`config.mk`:
```
export PLATFORM = sky130hd
export DESIGN_NAME = matrix_multiply_accumulate
export DESIGN_NICKNAME = d
export VERILOG_FILES = /design/src/rtl/mma_pkg.sv /design/src/rtl/mma_mac.sv /design/src/rtl/mma_acc.sv /design/src/rtl/mma_seq.sv /design/src/rtl/matrix_multiply_accumulate.sv
export SDC_FILE = /design/constraint.sdc
export NUM_CORES = 2
export LEC_CHECK = 0
export CORE_ASPECT_RATIO = 1.5
export CORE_MARGIN = 2
export CORE_UTILIZATION = 50
export CTS_BUF_LIST = sky130_fd_sc_hd__clkbuf_8
export DETAILED_ROUTE_END_ITERATION = 12
export DONT_BUFFER_PORTS = 1
export PLACE_DENSITY_LB_ADDON = 0.2
export SLEW_MARGIN = 20
export SYNTH_ARGS = -nofsm -noshare
export SYNTH_HDL_FRONTEND = slang
export SYNTH_SLANG_ARGS = --single-unit
```
`constraint.sdc`:
```
create_clock -name clk -period 7.03 [get_ports clk]
set_input_delay 0 -clock clk [delete_from_list [all_inputs] [get_ports clk]]
set_output_delay 0 -clock clk [all_outputs]
set_load 0.02 [all_outputs]
```
`src/rtl/mma_pkg.sv`:
```
`timescale 1ns / 1ps
// Shared types, codes and helpers for the matrix multiply-accumulate block.
// No dependencies; every other file in rtl imports this package.
package mma_pkg;

  localparam int SZ_W      = 4;   // width of a size register
  localparam int IDX_W     = 3;   // width of a load index
  localparam int AB_W      = 16;  // Q8.8 element
  localparam int C_W       = 32;  // Q16.16 element
  localparam int CFG_IDX_W = 2;
  localparam int DEF_MAX_DIM = 8;
  localparam logic [SZ_W-1:0] SIZE_RESET = 4'd8;

  typedef enum logic [1:0] {
    KIND_LOAD_A = 2'd0,
    KIND_LOAD_B = 2'd1,
    KIND_LOAD_C = 2'd2,
    KIND_START  = 2'd3
  } kind_t;

  typedef enum logic [1:0] {
    STAT_OK    = 2'd0,
    STAT_ZERO  = 2'd1,
    STAT_RANGE = 2'd2,
    STAT_RSVD  = 2'd3
  } status_t;

  typedef enum logic [CFG_IDX_W-1:0] {
    CFG_ROWS_A    = 2'd0,
    CFG_INNER_DIM = 2'd1,
    CFG_COLS_B    = 2'd2,
    CFG_NONE      = 2'd3
  } cfg_idx_t;

  typedef enum logic [2:0] {
    ST_CLEAR,
    ST_IDLE,
    ST_CREAD,
    ST_MAC,
    ST_DRAIN,
    ST_WB
  } state_t;

  typedef struct packed {
    logic [1:0]             kind;
    logic [IDX_W-1:0]       row_index;
    logic [IDX_W-1:0]       col_index;
    logic signed [C_W-1:0]  element_value;
  } in_beat_t;

  typedef struct packed {
    logic [IDX_W-1:0]       out_row;
    logic [IDX_W-1:0]       out_col;
    logic signed [C_W-1:0]  out_value;
    logic [1:0]             status;
    logic                   last;
  } out_beat_t;

  // controls from the sequencer to the store modules
  typedef struct packed {
    logic a_we;    // write A entry
    logic b_we;    // write B entry
    logic c_ld;    // write C entry from a load
    logic c_clr;   // write zero into C (clearing pass)
    logic c_wb;    // write accumulator back into C
    logic ab_rd;   // issue A and B reads for one product
    logic acc_ld;  // seed accumulator from C read data
  } ctl_t;

  function automatic logic [SZ_W-1:0] eff_size(input logic [SZ_W-1:0] r, input int maxd);
    return (int'(r) > maxd) ? SZ_W'(maxd) : r;
  endfunction

  function automatic logic signed [C_W-1:0] sat32(input logic signed [C_W:0] s);
    logic signed [C_W-1:0] res;
    if (s[C_W] != s[C_W-1]) begin
      res = s[C_W] ? {1'b1, {(C_W-1){1'b0}}} : {1'b0, {(C_W-1){1'b1}}};
    end else begin
      res = s[C_W-1:0];
    end
    return res;
  endfunction

endpackage

```
`src/rtl/mma_mac.sv`:
```
`timescale 1ns / 1ps
// A and B element stores with the registered Q8.8 x Q8.8 product.
// Depends on mma_pkg.
module mma_mac #(
  parameter int MAX_DIM = mma_pkg::DEF_MAX_DIM,
  parameter int AW      = $clog2(MAX_DIM * MAX_DIM)
) (
  input  logic                       clk,
  input  logic                       rst_n,
  input  mma_pkg::ctl_t              ctl,
  input  logic [AW-1:0]              wr_addr,
  input  logic [mma_pkg::AB_W-1:0]   wr_data,
  input  logic [AW-1:0]              a_raddr,
  input  logic [AW-1:0]              b_raddr,
  output logic signed [mma_pkg::C_W-1:0] prod,
  output logic                       prod_v,
  output logic                       busy
);
  import mma_pkg::*;

  localparam int DEPTH = MAX_DIM * MAX_DIM;

  logic [AB_W-1:0]        a_mem [DEPTH];
  logic [AB_W-1:0]        b_mem [DEPTH];
  logic signed [AB_W-1:0] a_q_r;
  logic signed [AB_W-1:0] b_q_r;
  logic                   rd_v_r;
  logic signed [C_W-1:0]  prod_r;
  logic                   prod_v_r;

  always_ff @(posedge clk) begin
    if (ctl.a_we) begin
      a_mem[wr_addr] <= wr_data;
    end
    if (ctl.b_we) begin
      b_mem[wr_addr] <= wr_data;
    end
    a_q_r  <= a_mem[a_raddr];
    b_q_r  <= b_mem[b_raddr];
    prod_r <= a_q_r * b_q_r;
  end

  always_ff @(posedge clk) begin
    if (!rst_n) begin
      rd_v_r   <= 1'b0;
      prod_v_r <= 1'b0;
    end else begin
      rd_v_r   <= ctl.ab_rd;
      prod_v_r <= rd_v_r;
    end
  end

  assign prod   = prod_r;
  assign prod_v = prod_v_r;
  assign busy   = rd_v_r | prod_v_r;

endmodule

```
`src/rtl/mma_acc.sv`:
```
`timescale 1ns / 1ps
// C element store and the saturating Q16.16 accumulator.
// Depends on mma_pkg.
module mma_acc #(
  parameter int MAX_DIM = mma_pkg::DEF_MAX_DIM,
  parameter int AW      = $clog2(MAX_DIM * MAX_DIM)
) (
  input  logic                           clk,
  input  mma_pkg::ctl_t                  ctl,
  input  logic [AW-1:0]                  wr_addr,
  input  logic signed [mma_pkg::C_W-1:0] ld_data,
  input  logic [AW-1:0]                  c_raddr,
  input  logic signed [mma_pkg::C_W-1:0] prod,
  input  logic                           prod_v,
  output logic signed [mma_pkg::C_W-1:0] acc
);
  import mma_pkg::*;

  localparam int DEPTH = MAX_DIM * MAX_DIM;

  logic signed [C_W-1:0] c_mem [DEPTH];
  logic signed [C_W-1:0] c_q_r;
  logic signed [C_W-1:0] acc_r;
  logic signed [C_W-1:0] wr_val;
  logic                  c_we;

  always_comb begin
    c_we   = ctl.c_clr | ctl.c_ld | ctl.c_wb;
    wr_val = '0;
    if (ctl.c_ld) begin
      wr_val = ld_data;
    end else if (ctl.c_wb) begin
      wr_val = acc_r;
    end
  end

  always_ff @(posedge clk) begin
    if (c_we) begin
      c_mem[wr_addr] <= wr_val;
    end
    c_q_r <= c_mem[c_raddr];
    if (ctl.acc_ld) begin
      acc_r <= c_q_r;
    end else if (prod_v) begin
      acc_r <= sat32({acc_r[C_W-1], acc_r} + {prod[C_W-1], prod});
    end
  end

  assign acc = acc_r;

endmodule

```
`src/rtl/mma_seq.sv`:
```
`timescale 1ns / 1ps
// Sequencer: input handshake, load checks, clearing pass and the i/j/p walk.
// Depends on mma_pkg.
module mma_seq #(
  parameter int MAX_DIM = mma_pkg::DEF_MAX_DIM,
  parameter int AW      = $clog2(MAX_DIM * MAX_DIM)
) (
  input  logic                           clk,
  input  logic                           rst_n,
  input  logic                           in_valid,
  input  mma_pkg::in_beat_t              in_data,
  output logic                           in_stall,
  input  logic [mma_pkg::SZ_W-1:0]       m_size,
  input  logic [mma_pkg::SZ_W-1:0]       k_size,
  input  logic [mma_pkg::SZ_W-1:0]       n_size,
  input  logic                           out_free,
  input  logic                           mac_busy,
  input  logic signed [mma_pkg::C_W-1:0] acc,
  output mma_pkg::ctl_t                  ctl,
  output logic [AW-1:0]                  wr_addr,
  output logic [AW-1:0]                  a_raddr,
  output logic [AW-1:0]                  b_raddr,
  output logic [AW-1:0]                  c_raddr,
  output logic                           res_load,
  output mma_pkg::out_beat_t             res
);
  import mma_pkg::*;

  localparam int DEPTH = MAX_DIM * MAX_DIM;

  state_t          state_r, state_nxt;
  logic [AW-1:0]   clr_r, clr_nxt;
  logic [SZ_W-1:0] i_r, i_nxt;
  logic [SZ_W-1:0] j_r, j_nxt;
  logic [SZ_W-1:0] p_r, p_nxt;
  logic            accept;
  logic            is_start;
  logic            zero_size;
  logic            bad_load;
  logic [SZ_W-1:0] rlim, clim;
  logic [AW-1:0]   ld_addr;
  logic [AW-1:0]   ij_addr;
  logic            last_p, last_j, last_i;

  always_comb begin
    accept    = (state_r == ST_IDLE) && in_valid && out_free;
    is_start  = (in_data.kind == KIND_START);
    zero_size = (m_size == '0) || (k_size == '0) || (n_size == '0);
    rlim      = (in_data.kind == KIND_LOAD_B) ? k_size : m_size;
    clim      = (in_data.kind == KIND_LOAD_A) ? k_size : n_size;
    bad_load  = ({1'b0, in_data.row_index} >= rlim) || ({1'b0, in_data.col_index} >= clim);
    ld_addr   = AW'(int'(in_data.row_index) * MAX_DIM + int'(in_data.col_index));
    ij_addr   = AW'(int'(i_r) * MAX_DIM + int'(j_r));
    last_p    = (p_r == k_size - 1'b1);
    last_j    = (j_r == n_size - 1'b1);
    last_i    = (i_r == m_size - 1'b1);
  end

  // next state
  always_comb begin
    state_nxt = state_r;
    case (state_r)
      ST_CLEAR: if (clr_r == AW'(DEPTH - 1)) state_nxt = ST_IDLE;
      ST_IDLE: begin
        if (accept && is_start && !zero_size) begin
          state_nxt = ST_CREAD;
        end
      end
      ST_CREAD: state_nxt = ST_MAC;
      ST_MAC:   if (last_p) state_nxt = ST_DRAIN;
      ST_DRAIN: if (!mac_busy) state_nxt = ST_WB;
      ST_WB: begin
        if (out_free) begin
          state_nxt = (last_i && last_j) ? ST_IDLE : ST_CREAD;
        end
      end
      default: state_nxt = ST_IDLE;
    endcase
  end

  // counters
  always_comb begin
    clr_nxt = clr_r;
    i_nxt   = i_r;
    j_nxt   = j_r;
    p_nxt   = p_r;
    case (state_r)
      ST_CLEAR: clr_nxt = clr_r + 1'b1;
      ST_IDLE: begin
        i_nxt = '0;
        j_nxt = '0;
        p_nxt = '0;
      end
      ST_MAC: p_nxt = p_r + 1'b1;
      ST_WB: begin
        if (out_free) begin
          p_nxt = '0;
          if (last_j) begin
            j_nxt = '0;
            i_nxt = i_r + 1'b1;
          end else begin
            j_nxt = j_r + 1'b1;
          end
        end
      end
      default: ;
    endcase
  end

  // outputs
  always_comb begin
    ctl       = '0;
    res_load  = 1'b0;
    res       = '0;
    wr_addr   = ij_addr;
    a_raddr   = AW'(int'(i_r) * MAX_DIM + int'(p_r));
    b_raddr   = AW'(int'(p_r) * MAX_DIM + int'(j_r));
    c_raddr   = ij_addr;
    in_stall  = !((state_r == ST_IDLE) && out_free);
    case (state_r)
      ST_CLEAR: begin
        ctl.c_clr = 1'b1;
        wr_addr   = clr_r;
      end
      ST_IDLE: begin
        wr_addr = ld_addr;
        if (accept) begin
          if (is_start) begin
            if (zero_size) begin
              res_load   = 1'b1;
              res.status = STAT_ZERO;
              res.last   = 1'b1;
            end
          end else if (bad_load) begin
            res_load    = 1'b1;
            res.out_row = in_data.row_index;
            res.out_col = in_data.col_index;
            res.status  = STAT_RANGE;
            res.last    = 1'b1;
          end else begin
            ctl.a_we = (in_data.kind == KIND_LOAD_A);
            ctl.b_we = (in_data.kind == KIND_LOAD_B);
            ctl.c_ld = (in_data.kind == KIND_LOAD_C);
          end
        end
      end
      ST_MAC: begin
        ctl.ab_rd  = 1'b1;
        ctl.acc_ld = (p_r == '0);
      end
      ST_WB: begin
        if (out_free) begin
          ctl.c_wb      = 1'b1;
          res_load      = 1'b1;
          res.out_row   = i_r[IDX_W-1:0];
          res.out_col   = j_r[IDX_W-1:0];
          res.out_value = acc;
          res.status    = STAT_OK;
          res.last      = last_i && last_j;
        end
      end
      default: ;
    endcase
  end

  always_ff @(posedge clk) begin
    if (!rst_n) begin
      state_r <= ST_CLEAR;
      clr_r   <= '0;
      i_r     <= '0;
      j_r     <= '0;
      p_r     <= '0;
    end else begin
      state_r <= state_nxt;
      clr_r   <= clr_nxt;
      i_r     <= i_nxt;
      j_r     <= j_nxt;
      p_r     <= p_nxt;
    end
  end

endmodule

```
`src/rtl/matrix_multiply_accumulate.sv`:
```
`timescale 1ns / 1ps
// Matrix multiply-accumulate top level: C += A x B over local stores.
// Depends on mma_pkg, mma_mac, mma_acc and mma_seq.
//
//   channel | handshake          | beat
//   --------+--------------------+---------------------------------------
//   in_     | in_valid/in_stall  | in_beat_t: kind, row/col index, value
//   out_    | out_valid/out_stall| out_beat_t: row, col, value, status, last
//   cfg_    | cfg_we             | cfg_index, cfg_wdata (4-bit sizes)
//
// A start walks each C element through one C read, k multiply-accumulates
// through the single multiplier, a drain until the product pipeline
// empties and one write-back. After reset a clearing pass zeroes the C
// store, one entry per cycle; no beat is taken until it ends.
// A stalled output holds the write-back step until the result register frees.
module matrix_multiply_accumulate #(
  parameter int MAX_DIM = mma_pkg::DEF_MAX_DIM
) (
  input  logic                              clk,
  input  logic                              rst_n,
  input  logic                              in_valid,
  input  mma_pkg::in_beat_t                 in_data,
  output logic                              in_stall,
  output logic                              out_valid,
  output mma_pkg::out_beat_t                out_data,
  input  logic                              out_stall,
  input  logic                              cfg_we,
  input  logic [mma_pkg::CFG_IDX_W-1:0]     cfg_index,
  input  logic [mma_pkg::SZ_W-1:0]          cfg_wdata
);
  import mma_pkg::*;

  localparam int AW = $clog2(MAX_DIM * MAX_DIM);

  logic [SZ_W-1:0]       rows_a_r, inner_dim_r, cols_b_r;
  logic [SZ_W-1:0]       m_size, k_size, n_size;
  logic                  out_valid_r;
  out_beat_t             out_data_r;
  logic                  out_free;
  ctl_t                  ctl;
  logic [AW-1:0]         wr_addr, a_raddr, b_raddr, c_raddr;
  logic signed [C_W-1:0] prod;
  logic                  prod_v;
  logic                  mac_busy;
  logic signed [C_W-1:0] acc;
  logic                  res_load;
  out_beat_t             res;

  // sizes above MAX_DIM act as MAX_DIM
  always_comb begin
    m_size   = eff_size(rows_a_r, MAX_DIM);
    k_size   = eff_size(inner_dim_r, MAX_DIM);
    n_size   = eff_size(cols_b_r, MAX_DIM);
    out_free = !out_valid_r || !out_stall;
  end

  // size registers; an index past the list is dropped
  always_ff @(posedge clk) begin
    if (!rst_n) begin
      rows_a_r    <= SIZE_RESET;
      inner_dim_r <= SIZE_RESET;
      cols_b_r    <= SIZE_RESET;
    end else if (cfg_we) begin
      case (cfg_idx_t'(cfg_index))
        CFG_ROWS_A:    rows_a_r    <= cfg_wdata;
        CFG_INNER_DIM: inner_dim_r <= cfg_wdata;
        CFG_COLS_B:    cols_b_r    <= cfg_wdata;
        default: ;
      endcase
    end
  end

  mma_seq #(.MAX_DIM(MAX_DIM), .AW(AW)) u_seq (
    .clk      (clk),
    .rst_n    (rst_n),
    .in_valid (in_valid),
    .in_data  (in_data),
    .in_stall (in_stall),
    .m_size   (m_size),
    .k_size   (k_size),
    .n_size   (n_size),
    .out_free (out_free),
    .mac_busy (mac_busy),
    .acc      (acc),
    .ctl      (ctl),
    .wr_addr  (wr_addr),
    .a_raddr  (a_raddr),
    .b_raddr  (b_raddr),
    .c_raddr  (c_raddr),
    .res_load (res_load),
    .res      (res)
  );

  // A/B stores keep the low 16 bits as Q8.8
  mma_mac #(.MAX_DIM(MAX_DIM), .AW(AW)) u_mac (
    .clk     (clk),
    .rst_n   (rst_n),
    .ctl     (ctl),
    .wr_addr (wr_addr),
    .wr_data (in_data.element_value[AB_W-1:0]),
    .a_raddr (a_raddr),
    .b_raddr (b_raddr),
    .prod    (prod),
    .prod_v  (prod_v),
    .busy    (mac_busy)
  );

  mma_acc #(.MAX_DIM(MAX_DIM), .AW(AW)) u_acc (
    .clk     (clk),
    .ctl     (ctl),
    .wr_addr (wr_addr),
    .ld_data (in_data.element_value),
    .c_raddr (c_raddr),
    .prod    (prod),
    .prod_v  (prod_v),
    .acc     (acc)
  );

  // result register: load when free, drop valid once taken
  always_ff @(posedge clk) begin
    if (!rst_n) begin
      out_valid_r <= 1'b0;
    end else if (res_load) begin
      out_valid_r <= 1'b1;
    end else if (!out_stall) begin
      out_valid_r <= 1'b0;
    end
  end

  always_ff @(posedge clk) begin
    if (res_load) begin
      out_data_r <= res;
    end
  end

  assign out_valid = out_valid_r;
  assign out_data  = out_data_r;

endmodule

```
# After elaboration in Yosys (flattened, before gate mapping)
# Memory sizes are Yosys's and may differ from the RTL's. A register that Yosys moved wholly into a read port is not among the register bits.
# Index checks and enable logic that the tools add are counted.
# word_totals
register_bits	141
ramBits	4096
in_bits	51
out_inout_bits	43
word_cells	154
n_memories	3
# memory_table
memory	depth	word_bits	read_ports	rd_ports_with_merged_regs	wr	line	rtl
u_acc.c_mem	64	32	1	1	1	mma_acc.sv:21	logic signed [C_W-1:0] c_mem [DEPTH];
u_mac.a_mem	64	16	1	1	1	mma_mac.sv:23	logic [AB_W-1:0] a_mem [DEPTH];
u_mac.b_mem	64	16	1	1	1	mma_mac.sv:24	logic [AB_W-1:0] b_mem [DEPTH];
# classes
add_sub_neg	12
mul	1
order_cmp	5
eq_ne	22
mux	58
bitwise_logic	3
n_reduce_logical	32
# op_table
cell	count
$mux W32	6
$mux W41	1
$mux W4	10
$mux W3	12
$add A32 B32 Y33	1
$mul A16 B16 Y32	1
$pmux W6 S2	2
$add A6 B4 Y6	3
$mux W6	3
$pmux W3 S6	1
$logic_not A4 Y1	4
$pmux W4 S2	2
$mux W1	15
$add A4 B1 Y4 const B	3
$eq A4 B4 Y1	3
$gt A4 B4 Y1 const B	3
$pmux W4 S3	1
$reduce_and A2 Y1	6
$sub A4 B1 Y4 const B	3
$ne A2 B1 Y1 const B	5
$ge A3 B4 Y1	2
$add A6 B1 Y6 const B	1
$add A6 B3 Y6	1
$eq A2 B2 Y1 const B	3
other kinds (20)	41

# Depth between registers and ports, before layout
# logic_depth
word_depth	13
ltp_mapped	23

# Modules after synthesis
# Synthesis repeated with hierarchy kept, for this count alone.
# hier_totals
cells_unflattened	8068
hier_area_um2	175293.1
# by_module_without_submodules
mod	n_inst	cells_per_inst	area_per_inst_um2	seq_area_each_um2
mma_mac	1	4204	89223.1	62820.2
mma_acc	1	3472	82012.4	63100.5
mma_seq	1	291	2247.2	420.4
matrix_multiply_accumulate	1	101	1810.5	1491.4

# Worst setup path before layout
# Ideal clock, no wire load.
# synth_timing
path_kind	reg-to-reg
start	register u_mac.a_q_r[11], read port of u_mac.a_mem
end	register u_mac.prod_r[29], in the netlist u_mac.prod[29]
setup_ns	0.095
t_arrival_ns	5.755
required_ns	6.935
path_slack_ns	1.179
stages_incl_launch_ff	22
n_path_buf	1
period_less_slack_ns	5.851
cell_sequence	dfxtp_1 clkbuf_1 nand2_1 fa_1 fa_1 fa_1 inv_1 fa_1 fa_1 inv_1 fa_1 inv_1 ha_1 a21o_1 a21o_1 a21o_1 a211o_1 a21oi_1 o21a_1 a2111oi_1 or3_1 o311ai_1
# synth_between
elab_chain_len	1
# synth_lines
element	line	rtl
start: declaration	mma_mac.sv:25	logic signed [AB_W-1:0] a_q_r;
$mul A16 B16 Y32	mma_mac.sv:40	prod_r <= a_q_r * b_q_r;
end signal: assignment	mma_mac.sv:40	
end: declaration	mma_mac.sv:28	logic signed [C_W-1:0] prod_r;
# Every way passes these cells.
# A chain may end at the register's enable or synchronous reset.

# Worst setup path in the final report
# layout_timing
start	register u_mac.b_q_r[4], read port of u_mac.b_mem
end	register u_mac.prod_r[29], in the netlist u_mac.prod[29]
# layout_between
elab_chain_len	1
# layout_lines
element	line	rtl
start: declaration	mma_mac.sv:26	logic signed [AB_W-1:0] b_q_r;
$mul A16 B16 Y32	mma_mac.sv:40	
# Every way passes these cells.

==> flow_summary_export.csv <==
group,metric,value,unit
status,outcome,"completed",
yosys,synth_top_area_share,71.5,%
cells_and_area,final_nets,9112,
place,dp_hpwl,281,mm
timing,maxSlewViolCount,0,
hold_path,hp-class,"in2reg",
timing,slew_headroom,24.7,%
route,drt_first_pass_iters,6,
critical_path,cp_max_fo,16,
global_route,grt_util_met1,34.1,%
timing,clock_skew,0.107,ns
floorplanning,die_h,729,um
cells_and_area,multi_input_area,45700,um^2
timing,fin_crit_sh,93.7,%
global_route,grt_pass1_wl,673,mm
floorplanning,core-area,349000,um^2
global_route,grt_max_degree,139,
critical_path,startpoint,"u_mac.b_q_r[4]",
critical_path,worstReg2RegStart,"u_mac.b_q_r[4]",
global_route,gr-max-usage-layer,"met2",
clocking,post_cts_resized,0,
clocking,clk_latency,1.14,ns
timing,finalCriticalPeriod,6.59,ns
floorplanning,io_pins,94,
route,postRouteAntennaNets,0,
route,drc,0,
yosys,synthCells,8022,
yosys,syn_area,175000,um^2
clocking,clock_path_buffers,4,
floorplanning,fp.dieArea,355000,um^2
global_route,met2_usage,46.1,%
yosys,yosys-top-cells-area,"edfxtp_1 (72%), mux4_2 (17%), fa_1 (3.0%)",
route,via_per_inst,6.24,
yosys,synthTopCellsByCount,"edfxtp_1 (4169), mux4_2 (1324), inv_1 (301), fa_1 (263), clkbuf_1 (250)",
clocking,cts_setup_buffers,0,
place,io_buffers,0,
timing,rsz0062_at_grt,"false",
yosys,yosysMostFrequentCell,"edfxtp_1",
clocking,htreeDepth,6,
hold_path,min_from,"in_data[22]",
floorplanning,dieWidth,487,um
critical_path,crit_type,"reg2reg",
clocking,clk_pin_slew_worst_paths,0.07,ns
place,place.gp.congestion,0.881,
hold_path,hold_depth,2,
yosys,ys_ff_latch,4301,
flow_run,cap_violations,0,
yosys,synth_ff_type,"edfxtp_1",
yosys,async_flop_share,0,%
yosys,avgSynthCellArea,21.8,um^2
clocking,clkSinkCount,4301,
global_route,grt_overflow,0,
clocking,cts_buffers,617,
route,wl_per_cell,34.7,um
cells_and_area,finalCoreUtilization,56.2,%
power_and_ir_drop,irDropWorstVdd,0.277,mV
global_route,grt_pass1_vias,89700,
timing,hold_violations,0,
critical_path,reg2reg_depth,21,
yosys,syn_nets,8472,
timing,setup_viol,0,
cells_and_area,area_growth,12.0,%
route,totalWireLength,478,mm
critical_path,worstSetupEndpointType,"flip-flop",
critical_path,crit_required,8.07,ns
yosys,synth_edf_count,4169,
global_route,grt_antenna_before_repair,46,
floorplanning,start_util,50.1,%
floorplanning,fp-row-count,266,
critical_path,critPathLaunchType,"flip-flop",
timing,max_freq,152,MHz
route,num_vias,85900,
cells_and_area,seq_area,128000,um^2
timing,setup_tns,0,ns
yosys,ys_types,80,
place,dpl_cell_area,183000,um^2
clocking,cts_hold_buffers,130,
cells_and_area,drive_above_1_share,29.8,%
yosys,ys_warn_count,0,
power_and_ir_drop,p_leak,0.0581,uW
yosys,yosysSeqAreaShare,73.0,%
power_and_ir_drop,power.density,264,nW/um^2
cells_and_area,finish.instance_area,196000,um^2
clocking,cts-root-buf,"clkbuf_8",
global_route,grtUsageMet3,4.47,%
timing,worst_pin_slew,1.13,ns
critical_path,arrival,7.63,ns
yosys,yosysTopAreaCell,"edfxtp_1",
route,dr.first_iter.drc_count,10000,
global_route,grt_usage,27.0,%
clocking,tritoncts,"done",
cells_and_area,nFillCells,25800,
## report_power, final
group          internal, uW  total [uW]  switching, uW
Combinational          1430        4180           2750
Clock                  9190       18700           9500
Sequential            28600       28800            202
## critical path, stage by stage (launching register included)
cell and delay (ns):
dfxtp_1 0.85, and2_1 0.26, fa_1 0.40, inv_1 0.08, fa_1 0.46, fa_1 0.53
inv_1 0.06, fa_1 0.50, fa_1 0.50, inv_1 0.05, fa_1 0.47, inv_1 0.04
ha_1 0.36, a21o_1 0.15, a21o_1 0.12, a21o_1 0.13, a211o_1 0.13, a21oi_1 0.07
o21a_1 0.25, a2111oi_1 0.60, nor2_1 0.20, o311ai_1 0.30
## path summary, 6_finish.rpt
| check | end | slack (ns) |
|---|---|---|
| setup / recovery | u_mac.prod[29] | 0.44 |
| hold / removal | u_acc.c_mem[24][22] | 0.05 |
| setup reg to reg | u_mac.prod[29] | 0.44 |
| hold reg to reg | u_mac.prod_v | 0.46 |
## layer usage
metal	up-vias	wire length, um
li1	34400	-
met1	46700	174000
met2	3912	247000
met3	848	33700
met4	24	23600
met5	-	158
## layout by cell type (no fill, tap or decap), drive strengths merged, types with 136 or more instances in the layout
master,n
edfxtp,4169
mux4,1324
clkbuf,641
inv,505
buf,345
fa,263
clkinv,223
nor3,201
nand2,200
ha,136
## metrics by stage
stage               total power, uW  setup WS, ns  hold WS (ns)  std cells
detailed placement            33200         0.464        0.0851      12500
global route                  53300         0.100        0.0420      13700
floorplan                     31700          1.18        0.0989       8022
CTS                           52000         0.474        0.0290      13700
global placement              33100         0.409        0.0828      12500
finish                        51700         0.441        0.0476      13800
## kinds of logic (layout without fill, tap and decap cells)
family	after synthesis	count (layout)	synth area share [%]
buffers and inverters	729	1859	1.66
other	0	47	0
xor gates and xnor gates	82	82	0.415
DFF	4301	4301	73.0
AOI/OAI and AO/OA	331	331	1.25
muxes	1401	1401	17.5
adders and majority gates	399	399	3.98
and+or+nand+nor	779	779	2.21
## state kept, by name, indices dropped and copies added (netlist names), 32 cells and up
signal,flops
u_acc.acc,32
u_mac.a_mem,1024
u_acc.c_q_r,32
u_mac.prod,32
out_data,41
u_acc.c_mem,2048
u_mac.b_mem,1024
## final cells by class
class | count | area share [%]
Antenna cell | 47 | 0.0600
Clock buffer | 640 | 4.49
Clock inverter | 469 | 1.32
Inverter | 301 | 0.576
Multi-Input combinational cell | 2992 | 23.3
Sequential cell | 4301 | 65.2
Tap cell | 4556 | 2.91
Timing Repair Buffer | 449 | 2.14
Note: power is estimated with default switching activity, not from simulation.
